[config.mk]
export PLATFORM = sky130hd
export DESIGN_NAME = word_frame_deframer_checksum_top
export DESIGN_NICKNAME = d
export VERILOG_FILES = /design/src/rtl/wfdc_pkg.sv /design/src/rtl/wfdc_ctrl.sv /design/src/rtl/wfdc_dp.sv /design/src/rtl/word_frame_deframer_checksum_top.sv
export VERILOG_INCLUDE_DIRS = /design/src /design/src/rtl
export SDC_FILE = /design/constraint.sdc
export NUM_CORES = 1
export LEC_CHECK = 0
export BUFFER_PORTS_ARGS = -buffer_cell sky130_fd_sc_hd__buf_2
export CORE_ASPECT_RATIO = 0.7
export CORE_MARGIN = 1
export CORE_UTILIZATION = 30
export DETAILED_ROUTE_END_ITERATION = 6
export GPL_ROUTABILITY_DRIVEN = 0
export SLEW_MARGIN = 20
export SYNTH_ARGS = -nofsm -noshare
export SYNTH_HDL_FRONTEND = slang
export SYNTH_SLANG_ARGS = --single-unit
[constraint.sdc]
create_clock -name i_clk -period 4.4 [get_ports i_clk]
set_input_delay 0.44 -clock i_clk [delete_from_list [all_inputs] [get_ports i_clk]]
set_output_delay 0.44 -clock i_clk [all_outputs]
set_load 0.03 [all_outputs]
[src/rtl/assert_macros.svh]
// Assertion macros used by the top-level RTL.
// Sampled on i_clk and held off while i_rst_n is low.
`ifndef ASSERT_MACROS_SVH
`define ASSERT_MACROS_SVH

// Property that must hold at every clock edge.
`define CHK_ALWAYS(lbl, expr, msg) \
    lbl: assert property (@(posedge i_clk) disable iff (!i_rst_n) (expr)) \
        else $error(msg);

// Property whose consequent must hold in the cycle after the antecedent.
`define CHK_NEXT(lbl, ante, cons, msg) \
    lbl: assert property (@(posedge i_clk) disable iff (!i_rst_n) (ante) |=> (cons)) \
        else $error(msg);

`endif

[src/rtl/wfdc_pkg.sv]
// Shared types and constants for the frame deframer.
// No dependencies.
`default_nettype none

package wfdc_pkg;

    localparam logic [7:0] SYNC_BYTE      = 8'hFF;
    localparam logic [7:0] LEN_BIAS       = 8'd3;
    localparam logic [7:0] REM_PRESS_LO   = 8'd4;
    localparam logic [7:0] REM_PRESS_HI   = 8'd2;
    localparam logic [7:0] REM_STEP       = 8'd2;
    localparam int         WORD_DEPTH_DEF = 32;

    localparam logic       KIND_WORD      = 1'b0;
    localparam logic       KIND_PRESS     = 1'b1;

    typedef struct packed {
        logic take_len;
        logic take_id;
        logic add_sum;
        logic end_frame;
        logic even_byte;
        logic odd_byte;
        logic load_word;
        logic load_press;
    } t_cmd;

    typedef struct packed {
        logic is_sync;
        logic rem_zero;
        logic sum_good;
        logic words_none;
        logic idx_last;
        logic out_free;
    } t_stat;

endpackage

`default_nettype wire

[src/rtl/wfdc_ctrl.sv]
// Controller: byte phase tracking and result sequencing.
// Depends on wfdc_pkg.
`default_nettype none

module wfdc_ctrl
    import wfdc_pkg::*;
(
    input  wire logic  i_clk,
    input  wire logic  i_rst_n,
    input  wire logic  i_rx_valid,
    output logic       o_rx_ready,
    input  t_stat      i_stat,
    output t_cmd       o_cmd
);

    typedef enum logic [2:0] {
        PH_SYNC1, PH_SYNC2, PH_LEN, PH_ID, PH_EVEN, PH_ODD
    } t_phase;

    typedef enum logic [1:0] {
        MD_RUN, MD_READ, MD_LOAD, MD_PRESS
    } t_mode;

    t_phase r_phase, n_phase;
    t_mode  r_mode,  n_mode;
    logic   acc;

    assign o_rx_ready = (r_mode == MD_RUN);
    assign acc        = i_rx_valid && (r_mode == MD_RUN);

    always_comb begin
        n_phase = r_phase;
        n_mode  = r_mode;
        o_cmd   = '0;
        unique case (r_mode)
            MD_RUN: begin
                if (acc) begin
                    unique case (r_phase)
                        PH_SYNC1: n_phase = i_stat.is_sync ? PH_SYNC2 : PH_SYNC1;
                        PH_SYNC2: n_phase = i_stat.is_sync ? PH_LEN : PH_SYNC1;
                        PH_LEN: begin
                            o_cmd.take_len = 1'b1;
                            n_phase        = PH_ID;
                        end
                        PH_ID: begin
                            o_cmd.take_id = 1'b1;
                            n_phase       = PH_EVEN;
                        end
                        PH_EVEN: begin
                            o_cmd.add_sum = 1'b1;
                            if (i_stat.rem_zero) begin
                                o_cmd.end_frame = 1'b1;
                                n_phase         = PH_SYNC1;
                                if (i_stat.sum_good) begin
                                    n_mode = i_stat.words_none ? MD_PRESS : MD_READ;
                                end
                            end else begin
                                o_cmd.even_byte = 1'b1;
                                n_phase         = PH_ODD;
                            end
                        end
                        PH_ODD: begin
                            o_cmd.add_sum  = 1'b1;
                            o_cmd.odd_byte = 1'b1;
                            n_phase        = PH_EVEN;
                        end
                        default: n_phase = i_stat.is_sync ? PH_SYNC2 : PH_SYNC1;
                    endcase
                end
            end
            MD_READ: n_mode = MD_LOAD;
            MD_LOAD: begin
                if (i_stat.out_free) begin
                    o_cmd.load_word = 1'b1;
                    n_mode          = i_stat.idx_last ? MD_PRESS : MD_READ;
                end
            end
            MD_PRESS: begin
                if (i_stat.out_free) begin
                    o_cmd.load_press = 1'b1;
                    n_mode           = MD_RUN;
                end
            end
            default: n_mode = MD_RUN;
        endcase
    end

    always_ff @(posedge i_clk) begin
        if (!i_rst_n) begin
            r_phase <= PH_SYNC1;
            r_mode  <= MD_RUN;
        end else begin
            r_phase <= n_phase;
            r_mode  <= n_mode;
        end
    end

endmodule

`default_nettype wire

[src/rtl/wfdc_dp.sv]
// Datapath: length, checksum, word store, pressure and output register.
// Depends on wfdc_pkg.
`default_nettype none

module wfdc_dp
    import wfdc_pkg::*;
#(
    parameter int WORD_DEPTH = WORD_DEPTH_DEF
) (
    input  wire logic        i_clk,
    input  wire logic        i_rst_n,
    input  wire logic [7:0]  i_rx_byte,
    input  t_cmd             i_cmd,
    output t_stat            o_stat,
    input  wire logic        i_item_ready,
    output logic             o_item_valid,
    output logic             o_item_kind,
    output logic signed [31:0] o_item_value,
    output logic [5:0]       o_item_index,
    output logic [7:0]       o_frame_number,
    output logic             o_last_item
);

    localparam int AW = (WORD_DEPTH > 1) ? $clog2(WORD_DEPTH) : 1;

    logic [7:0]  r_rem, r_sum, r_hold, r_fid;
    logic [5:0]  r_wcnt, r_total, r_idx;
    logic [31:0] r_press;
    logic [15:0] r_rd_data;
    logic [15:0] mem [WORD_DEPTH];
    logic        r_ovalid;
    logic [7:0]  rem_next;
    logic [7:0]  sum_next;
    logic        store_ok;
    logic        wr_en;

    assign rem_next = r_rem - REM_STEP;
    assign sum_next = r_sum + i_rx_byte;
    assign store_ok = (r_wcnt < 6'(WORD_DEPTH));
    assign wr_en    = i_cmd.odd_byte && (rem_next != REM_PRESS_HI)
                      && (rem_next != 8'd0) && store_ok;

    always_comb begin
        o_stat.is_sync    = (i_rx_byte == SYNC_BYTE);
        o_stat.rem_zero   = (r_rem == 8'd0);
        o_stat.sum_good   = (sum_next == 8'd0);
        o_stat.words_none = (r_wcnt == 6'd0);
        o_stat.idx_last   = ((r_idx + 6'd1) == r_total);
        o_stat.out_free   = !r_ovalid || i_item_ready;
    end

    always_ff @(posedge i_clk) begin
        if (!i_rst_n) begin
            r_rem    <= '0;
            r_sum    <= '0;
            r_hold   <= '0;
            r_fid    <= '0;
            r_wcnt   <= '0;
            r_total  <= '0;
            r_idx    <= '0;
            r_press  <= '0;
            r_ovalid <= 1'b0;
        end else begin
            if (i_cmd.take_len) begin
                r_rem <= i_rx_byte - LEN_BIAS;
            end
            if (i_cmd.take_id) begin
                r_fid <= i_rx_byte;
            end
            if (i_cmd.end_frame) begin
                r_sum   <= '0;
                r_wcnt  <= '0;
                r_total <= r_wcnt;
                r_idx   <= '0;
            end else if (i_cmd.add_sum) begin
                r_sum <= sum_next;
            end
            if (i_cmd.even_byte) begin
                if (r_rem == REM_PRESS_LO) begin
                    r_press[7:0] <= i_rx_byte;
                end else if (r_rem == REM_PRESS_HI) begin
                    r_press[23:16] <= i_rx_byte;
                end else begin
                    r_hold <= i_rx_byte;
                end
            end
            if (i_cmd.odd_byte) begin
                r_rem <= rem_next;
                if (rem_next == REM_PRESS_HI) begin
                    r_press[15:8] <= i_rx_byte;
                end else if (rem_next == 8'd0) begin
                    r_press[31:24] <= i_rx_byte;
                end else if (store_ok) begin
                    r_wcnt <= r_wcnt + 6'd1;
                end
            end
            if (i_cmd.load_word) begin
                r_idx <= r_idx + 6'd1;
            end
            if (i_cmd.load_word || i_cmd.load_press) begin
                r_ovalid <= 1'b1;
            end else if (i_item_ready) begin
                r_ovalid <= 1'b0;
            end
        end
    end

    always_ff @(posedge i_clk) begin
        if (wr_en) begin
            mem[r_wcnt[AW-1:0]] <= {i_rx_byte, r_hold};
        end
        r_rd_data <= mem[r_idx[AW-1:0]];
    end

    always_ff @(posedge i_clk) begin
        if (i_cmd.load_word) begin
            o_item_kind    <= KIND_WORD;
            o_item_value   <= {16'd0, r_rd_data};
            o_item_index   <= r_idx;
            o_frame_number <= r_fid;
            o_last_item    <= 1'b0;
        end else if (i_cmd.load_press) begin
            o_item_kind    <= KIND_PRESS;
            o_item_value   <= r_press;
            o_item_index   <= r_total;
            o_frame_number <= r_fid;
            o_last_item    <= 1'b1;
        end
    end

    assign o_item_valid = r_ovalid;

endmodule

`default_nettype wire

[src/rtl/word_frame_deframer_checksum_top.sv]
// A good checksum byte starts a burst of results.
// Each stored word passes through a read state and a load state, then the pressure item, when the sink is ready.
// Byte input is held off from a good checksum byte until the pressure item is loaded.
// Throughput: one byte per cycle between bursts; output register limits a burst.
// Reset: synchronous, active low; clears phase, counters, sum and output valid.
// Depends on wfdc_pkg, wfdc_ctrl, wfdc_dp and assert_macros.svh.
`default_nettype none

`include "assert_macros.svh"

module word_frame_deframer_checksum_top
    import wfdc_pkg::*;
#(
    parameter int WORD_DEPTH = WORD_DEPTH_DEF
) (
    input  wire logic          i_clk,
    input  wire logic          i_rst_n,
    input  wire logic          i_rx_valid,
    output logic               o_rx_ready,
    input  wire logic [7:0]    i_rx_byte,
    output logic               o_item_valid,
    input  wire logic          i_item_ready,
    output logic               o_item_kind,
    output logic signed [31:0] o_item_value,
    output logic [5:0]         o_item_index,
    output logic [7:0]         o_frame_number,
    output logic               o_last_item
);

    localparam logic [5:0] IDX_LIM = 6'(WORD_DEPTH);

    t_cmd  cmd;
    t_stat stat;
    logic  word_out;
    logic  out_wait;

    wfdc_ctrl u_ctrl (
        .i_clk      (i_clk),
        .i_rst_n    (i_rst_n),
        .i_rx_valid (i_rx_valid),
        .o_rx_ready (o_rx_ready),
        .i_stat     (stat),
        .o_cmd      (cmd)
    );

    wfdc_dp #(
        .WORD_DEPTH (WORD_DEPTH)
    ) u_dp (
        .i_clk          (i_clk),
        .i_rst_n        (i_rst_n),
        .i_rx_byte      (i_rx_byte),
        .i_cmd          (cmd),
        .o_stat         (stat),
        .i_item_ready   (i_item_ready),
        .o_item_valid   (o_item_valid),
        .o_item_kind    (o_item_kind),
        .o_item_value   (o_item_value),
        .o_item_index   (o_item_index),
        .o_frame_number (o_frame_number),
        .o_last_item    (o_last_item)
    );

    assign word_out = o_item_valid && (o_item_kind == KIND_WORD);
    assign out_wait = o_item_valid && !i_item_ready;

    `CHK_ALWAYS(a_last_is_press, !o_item_valid || (o_last_item == o_item_kind), "last flag")
    `CHK_ALWAYS(a_word_idx_range, !word_out || (o_item_index < IDX_LIM), "word index range")
    `CHK_ALWAYS(a_burst_holds_input, !word_out || !o_rx_ready, "input open mid burst")
    `CHK_ALWAYS(a_one_load, !(cmd.load_word && cmd.load_press), "double load")
    `CHK_NEXT(a_out_hold, out_wait, o_item_valid && $stable(o_item_value), "output not held")

endmodule

`default_nettype wire
== Yosys cells after proc, flatten, opt, wreduce, memory -nomap -nowiden ==
Memories as Yosys holds them, arrays and structs flattened. A register that Yosys moved wholly into a read port is not among the register bits.
Cells that the tools add are included.

* Register bits after elaboration: 135
* Memory bits (writable): 512
* Bits of input ports: 12
* Output and inout port bits: 50
* Logic and storage cells: 121
* Memories kept: 1

{| class="wikitable"
|+ Memories
! name !! words !! bits a word !! rd ports !! clocked after Yosys merged registers in !! write ports !! line !! RTL
|-
| u_dp.mem || 32 || 16 || 1 || 1 || 1 || wfdc_dp.sv:30 || <nowiki>logic [15:0] mem [WORD_DEPTH];</nowiki>
|}

* Add/subtract/negate cells: 5
* Order comparisons: 1
* Equality and inequality tests: 20
* Muxes and demuxes: 44
* Bitwise logic cells: 4
* Reductions and logical operators: 27

{| class="wikitable"
|+ Operator list
! cell !! number
|-
| $mux 6 || 11
|-
| $mux 16 || 2
|-
| $mux 8 || 4
|-
| $logic_not 8->1 || 3
|-
| $mux 2 || 10
|-
| $eq 8x2->1 const B || 2
|-
| $sub 8x2->8 const B || 2
|-
| $mux 1 || 14
|-
| $add 6x1->6 const B || 2
|-
| $pmux 3 s4 || 1
|-
| $reduce_and 3->1 || 3
|-
| $add 8x8->8 || 1
|-
| $eq 8x3->1 const B || 1
|-
| $eq 8x8->1 const B || 1
|-
| $ne 2x1->1 const B || 4
|-
| $ne 8x2->1 const B || 1
|-
| $pmux 2 s4 || 1
|-
| $reduce_bool 2->1 || 4
|-
| $reduce_bool 8->1 || 1
|-
| $eq 3x2->1 const B || 2
|-
| $eq 3x3->1 const B || 2
|-
| $eq 6x6->1 || 1
|-
| $logic_not 6->1 || 1
|-
| $lt 6x6->1 const B || 1
|-
| 13 further kinds || 26
|}

== Logic depth before layout (Yosys ltp) ==
* Depth in word-level cells: 10
* Gate-level depth with buffers: 9
* Depth with buffers taken out: 9

== Cells and area by module ==
A second synthesis with hierarchy kept.

* Cells, all modules: 1469
* Area, all modules: 26337.8 um2

{| class="wikitable"
|+ Modules (own cells, without submodules)
! module !! instances !! cells an instance !! area each (um2) !! sequential area each (um2)
|-
| wfdc_dp || 1 || 1424 || 25961.1 || 18597.8
|-
| wfdc_ctrl || 1 || 45 || 376.6 || 100.1
|}

== Least setup slack after synthesis ==
No wires, ideal clock.

* Kind: reg-to-reg
* Start: reg u_dp.r_rem[1]
* End: mem u_dp.mem[12][0] (enable)
* Library setup time: 388 ps
* Data arrival time: 2725 ps
* Required time: 4012 ps
* Slack: 1286 ps
* Cell stages (with the launch flop): 10
* Path buffers: 1
* Period minus slack after synthesis: 3114 ps
* Cell sequence: dfxtp_1 -> inv_1 -> ha_1 -> and3b_1 -> o22ai_1 -> a21oi_1 -> o2111ai_1 -> buf_2 -> nand3b_1 -> nor2_1

* Word-level cells in the longest chain between the ends: 7
* Elaborated cells between the ends (all ways): 8
* Those cells by class: add/sub: 1; eq/ne: 1; mux: 2; reduce/logical: 4

{| class="wikitable"
|+ RTL lines
! element !! line !! RTL
|-
| start, declared || wfdc_dp.sv:26 || <nowiki>logic [7:0] r_rem, r_sum, r_hold, r_fid;</nowiki>
|-
| start signal, assigned || wfdc_dp.sv:65 || <nowiki>r_rem <= i_rx_byte - LEN_BIAS;</nowiki>
|-
| start signal, assigned || wfdc_dp.sv:88 || <nowiki>r_rem <= rem_next;</nowiki>
|-
| $sub 8x2->8 (*) || wfdc_dp.sv:37 || <nowiki>assign rem_next = r_rem - REM_STEP;</nowiki>
|-
| $ne 8x2->1 || wfdc_dp.sv:40 || <nowiki>assign wr_en = i_cmd.odd_byte && (rem_next != REM_PRESS_HI)</nowiki>
|-
| $logic_and 1x1->1 || wfdc_dp.sv:40 ||
|-
| $logic_and 1x1->1 (*) (2 in series) || wfdc_dp.sv:41 || <nowiki>&& (rem_next != 8'd0) && store_ok;</nowiki>
|-
| $mux 1 (*) || wfdc_dp.sv:109 || <nowiki>if (wr_en) begin</nowiki>
|-
| $mux 1 (not written as such) (*) || wfdc_dp.sv:110 || <nowiki>mem[r_wcnt[AW-1:0]] <= {i_rx_byte, r_hold};</nowiki>
|-
| end, declared || wfdc_dp.sv:30 ||
|}

Mark *: on every way between the ends. The rest lies on a longest branch, timed or not.

== Worst setup path after layout ==
* Start: reg u_dp.r_rem[1]
* End: mem u_dp.mem[4][7] (enable)

Same word-level chain as after synthesis.

==> results.py <==
metrics = {
    "layout": {
        "antenna_cells": 0,
        "synthToLayoutAreaGrowth_pct": 14.8,
        "mostFrequentLayoutCell": "edfxtp_1",
        "stdcell_area_mm2": 0.0298,
        "fin_nets": 1589,
        "layout_common_cells": "edfxtp_1, nand2_1, mux4_2",
        "layout-drive-gt1-share_pct": 27.2,
        "n_fill_cell": 7884,
        "register_area_mm2": 0.0187,
        "finalCoreUtilization_pct": 35.1,
        "multi_input_area_mm2": 0.00693,
    },
    "clocking": {
        "cts_tree": "yes",
        "clock_path_buffers": 3,
        "htreeDepth": 2,
        "clock_latency_ns": 0.63,
        "cts_buffers": 57,
        "clk_root_buffer_cell": "clkbuf_16",
        "cts.sinks": 663,
        "post_cts_buffers": 0,
        "post_cts_resized": 0,
        "cts_hold_buf": 0,
        "cts.reportedPaths.clkPinSlew_ns": 0.07,
    },
    "detailed_routing": {
        "ant_nets": 0,
        "num_vias": 13617,
        "drtIter0Drc": 1539,
        "vias_per_cell": 4.96,
        "drt_wl_total_mm": 61.3,
        "wl_per_cell_um": 22.3,
        "drt_first_pass_iters": 5,
        "drc_errors": 0,
    },
    "global_route": {
        "grt_overflow": 0,
        "grt_pass1_wl_mm": 90.3,
        "grt_max_degree": 54,
        "antenna_found_initial": 3,
        "grt_use_total_pct": 13.8,
        "grt_pass1_vias": 13490,
    },
    "logic_synthesis": {
        "seq_area_frac_synth_pct": 72.1,
        "synth_top_area_share_pct": 62.7,
        "async_flop_share_pct": 0,
        "ys.flop_type": "edfxtp_1",
        "synth.distinct_cells": 60,
        "syn_area_mm2": 0.0259,
        "yosys-top-cells-area": "edfxtp_1, mux4_2, dfxtp_1",
        "yosys.area.top_type": "edfxtp_1",
        "synth_nets": 1496,
        "synthCells": 1469,
        "ys.warnings.count": 0,
        "avgSynthCellArea_um2": 17.7,
        "synth_edf_count": 542,
        "ys_seq_elements": 663,
    },
    "sta": {
        "timing.fmax_mhz": 262,
        "finalClockSkew_ns": 0.0331,
        "rsz0062_at_grt": "false",
        "setup_viol": 0,
        "max-slew-margin-rel_pct": 29.3,
        "period_share_pct": 86.7,
        "hold_viol_final": 0,
        "drv_slew": 0,
        "setup_slack_ns": 0.584,
        "fin_crit_ns": 3.82,
        "worst_pin_slew_ns": 1.06,
        "tns_ns": 0,
    },
    "die": {
        "pin_count": 62,
        "rows": 89,
        "die-width_um": 354,
        "initial_core_util_pct": 30.5,
        "dieArea_mm2": 0.0877,
        "die_h_um": 248,
        "core_mm2": 0.0850,
    },
    "worst_setup_path": {
        "reg2regPathDepth": 8,
        "path_cells": "inv_1 -> ha_1 -> and3b_1 -> o22ai_1 -> a21oi_1 -> o2111ai_1 -> nand3b_1 -> nor2_2",
        "crit_slowest_cell": "nor2_2",
        "end_kind": "flip-flop",
        "cpPeakStageDelay_ns": 1.02,
        "path_class": "flip-flop to flip-flop",
        "crit_path_start_kind": "flip-flop",
        "critPathRequiredTime_ns": 4.62,
        "cp_max_fo": 16,
        "cp.arrival_ns": 4.04,
    },
    "power_and_ir_drop": {
        "peakVddDrop_mv": 0.307,
        "power.density_mw_per_mm2": 403,
        "finalPower_mw": 12.0,
        "leakage_nw": 9.01,
    },
    "worst_hold_path": {
        "hold_class": "primary input to flip-flop",
        "hold_depth": 3,
    },
    "placement": {
        "portBuffers": 61,
        "placed_area_mm2": 0.0279,
        "preCtsSetupSlack_ns": 0.643,
        "hpwl_mm": 37.6,
    },
    "run": {
        "maxCapViolCount": 0,
    },
    "status": {
        "outcome": "finished clean",
    },
}
==> stage by stage <==
| stage | instances | hold WS (ns) |
|---|---|---|
| 2_1_floorplan | 1469 | 0.408 |
| 3_3_place_gp | 2640 | 0.419 |
| 3_5_place_dp | 2640 | 0.419 |
| 4_1_cts | 2748 | 0.105 |
| 5_1_grt | 2748 | 0.140 |
| 6_report | 2748 | 0.137 |
==> synth_stat cells (4+ instances only) <==
library cell  number
edfxtp_1         542
nand2_1          172
mux4_2           160
dfxtp_1          121
nor2_1            95
clkbuf_1          54
mux2i_1           41
a21oi_1           40
o21ai_0           24
nand3_1           21
mux2_2            19
ha_1              14
inv_1             14
xnor2_1           12
buf_2              9
buf_4              9
nand2b_1           9
xor2_1             9
a211oi_1           8
buf_1              8
nor3_1             8
or3_1              6
nand3b_1           5
a2111oi_0          4
nand4_1            4
nor3b_1            4
o22ai_1            4
o31ai_1            4
==> state kept, by name, summed over array words and instances, names as in the netlist <==
name,flops
u_ctrl.r_mode,2
u_ctrl.r_phase,3
u_dp.mem,512
u_dp.o_frame_number,8
u_dp.o_item_index,6
u_dp.o_item_kind,1
u_dp.o_item_valid,1
u_dp.o_item_value,32
u_dp.r_fid,8
u_dp.r_hold,8
u_dp.r_idx,6
u_dp.r_press,32
u_dp.r_rd_data,16
u_dp.r_rem,8
u_dp.r_sum,8
u_dp.r_total,6
u_dp.r_wcnt,6
==> critical path: cells and delay by family (launching register included) <==
family | cells | cell delay, ns
AOI/OAI and AO/OA | 3 | 0.64
and+or+nand+nor | 3 | 1.83
adders and majority gates | 1 | 0.31
DFF | 1 | 0.46
buffers and inverters | 1 | 0.16
==> worst paths after layout <==
| path | start | endpoint | slack [ns] |
|---|---|---|---|
| worst max-delay path | u_dp.r_rem[1]$_SDFFE_PN0P_ | u_dp.mem[4][7]$_DFFE_PP_ | 0.58 |
| worst min-delay path | i_item_ready | u_dp.o_item_valid$_SDFFE_PN0P_ | 0.14 |
| worst max register to register | u_dp.r_rem[1]$_SDFFE_PN0P_ | u_dp.mem[4][7]$_DFFE_PP_ | 0.58 |
| worst min register to register | u_dp.r_fid[3]$_SDFFE_PN0P_ | u_dp.o_frame_number[3]$_DFFE_PP_ | 0.44 |
==> report_power, final <==
group,internal [mW],total (mW),switching [mW]
Sequential,6.72,6.72,0.0000530
Clock,2.86,5.16,2.30
Combinational,0.0227,0.123,0.100
Total,9.60,12.0,2.40
==> layer usage <==
metal	vias up	track usage [%]	wire, µm
met3	65	2.82	4510
met4	0	2.04	679
met1	7180	21.6	29900
li1	5931	-	-
met5	-	0	0
met2	441	19.9	26200
==> kinds of logic after synthesis <==
| logic type | share of synthesized area (%) |
|---|---|
| and+or+nand+nor | 6.07 |
| AOI/OAI and AO/OA | 2.46 |
| buffers and inverters | 1.58 |
| muxes | 16.3 |
| DFF | 72.1 |
| adders and majority gates | 0.752 |
| xor gates and xnor gates | 0.796 |
==> cell type report <==
cell class / instances / area share, %
well taps: 1137 / 4.77
clock buffers: 84 / 5.81
flip-flops and latches: 663 / 62.8
inverters: 14 / 0.176
clock inverters: 24 / 0.676
multi-input cells: 711 / 23.2
repair buffers: 115 / 2.51
(Power assumes the default switching activity.)
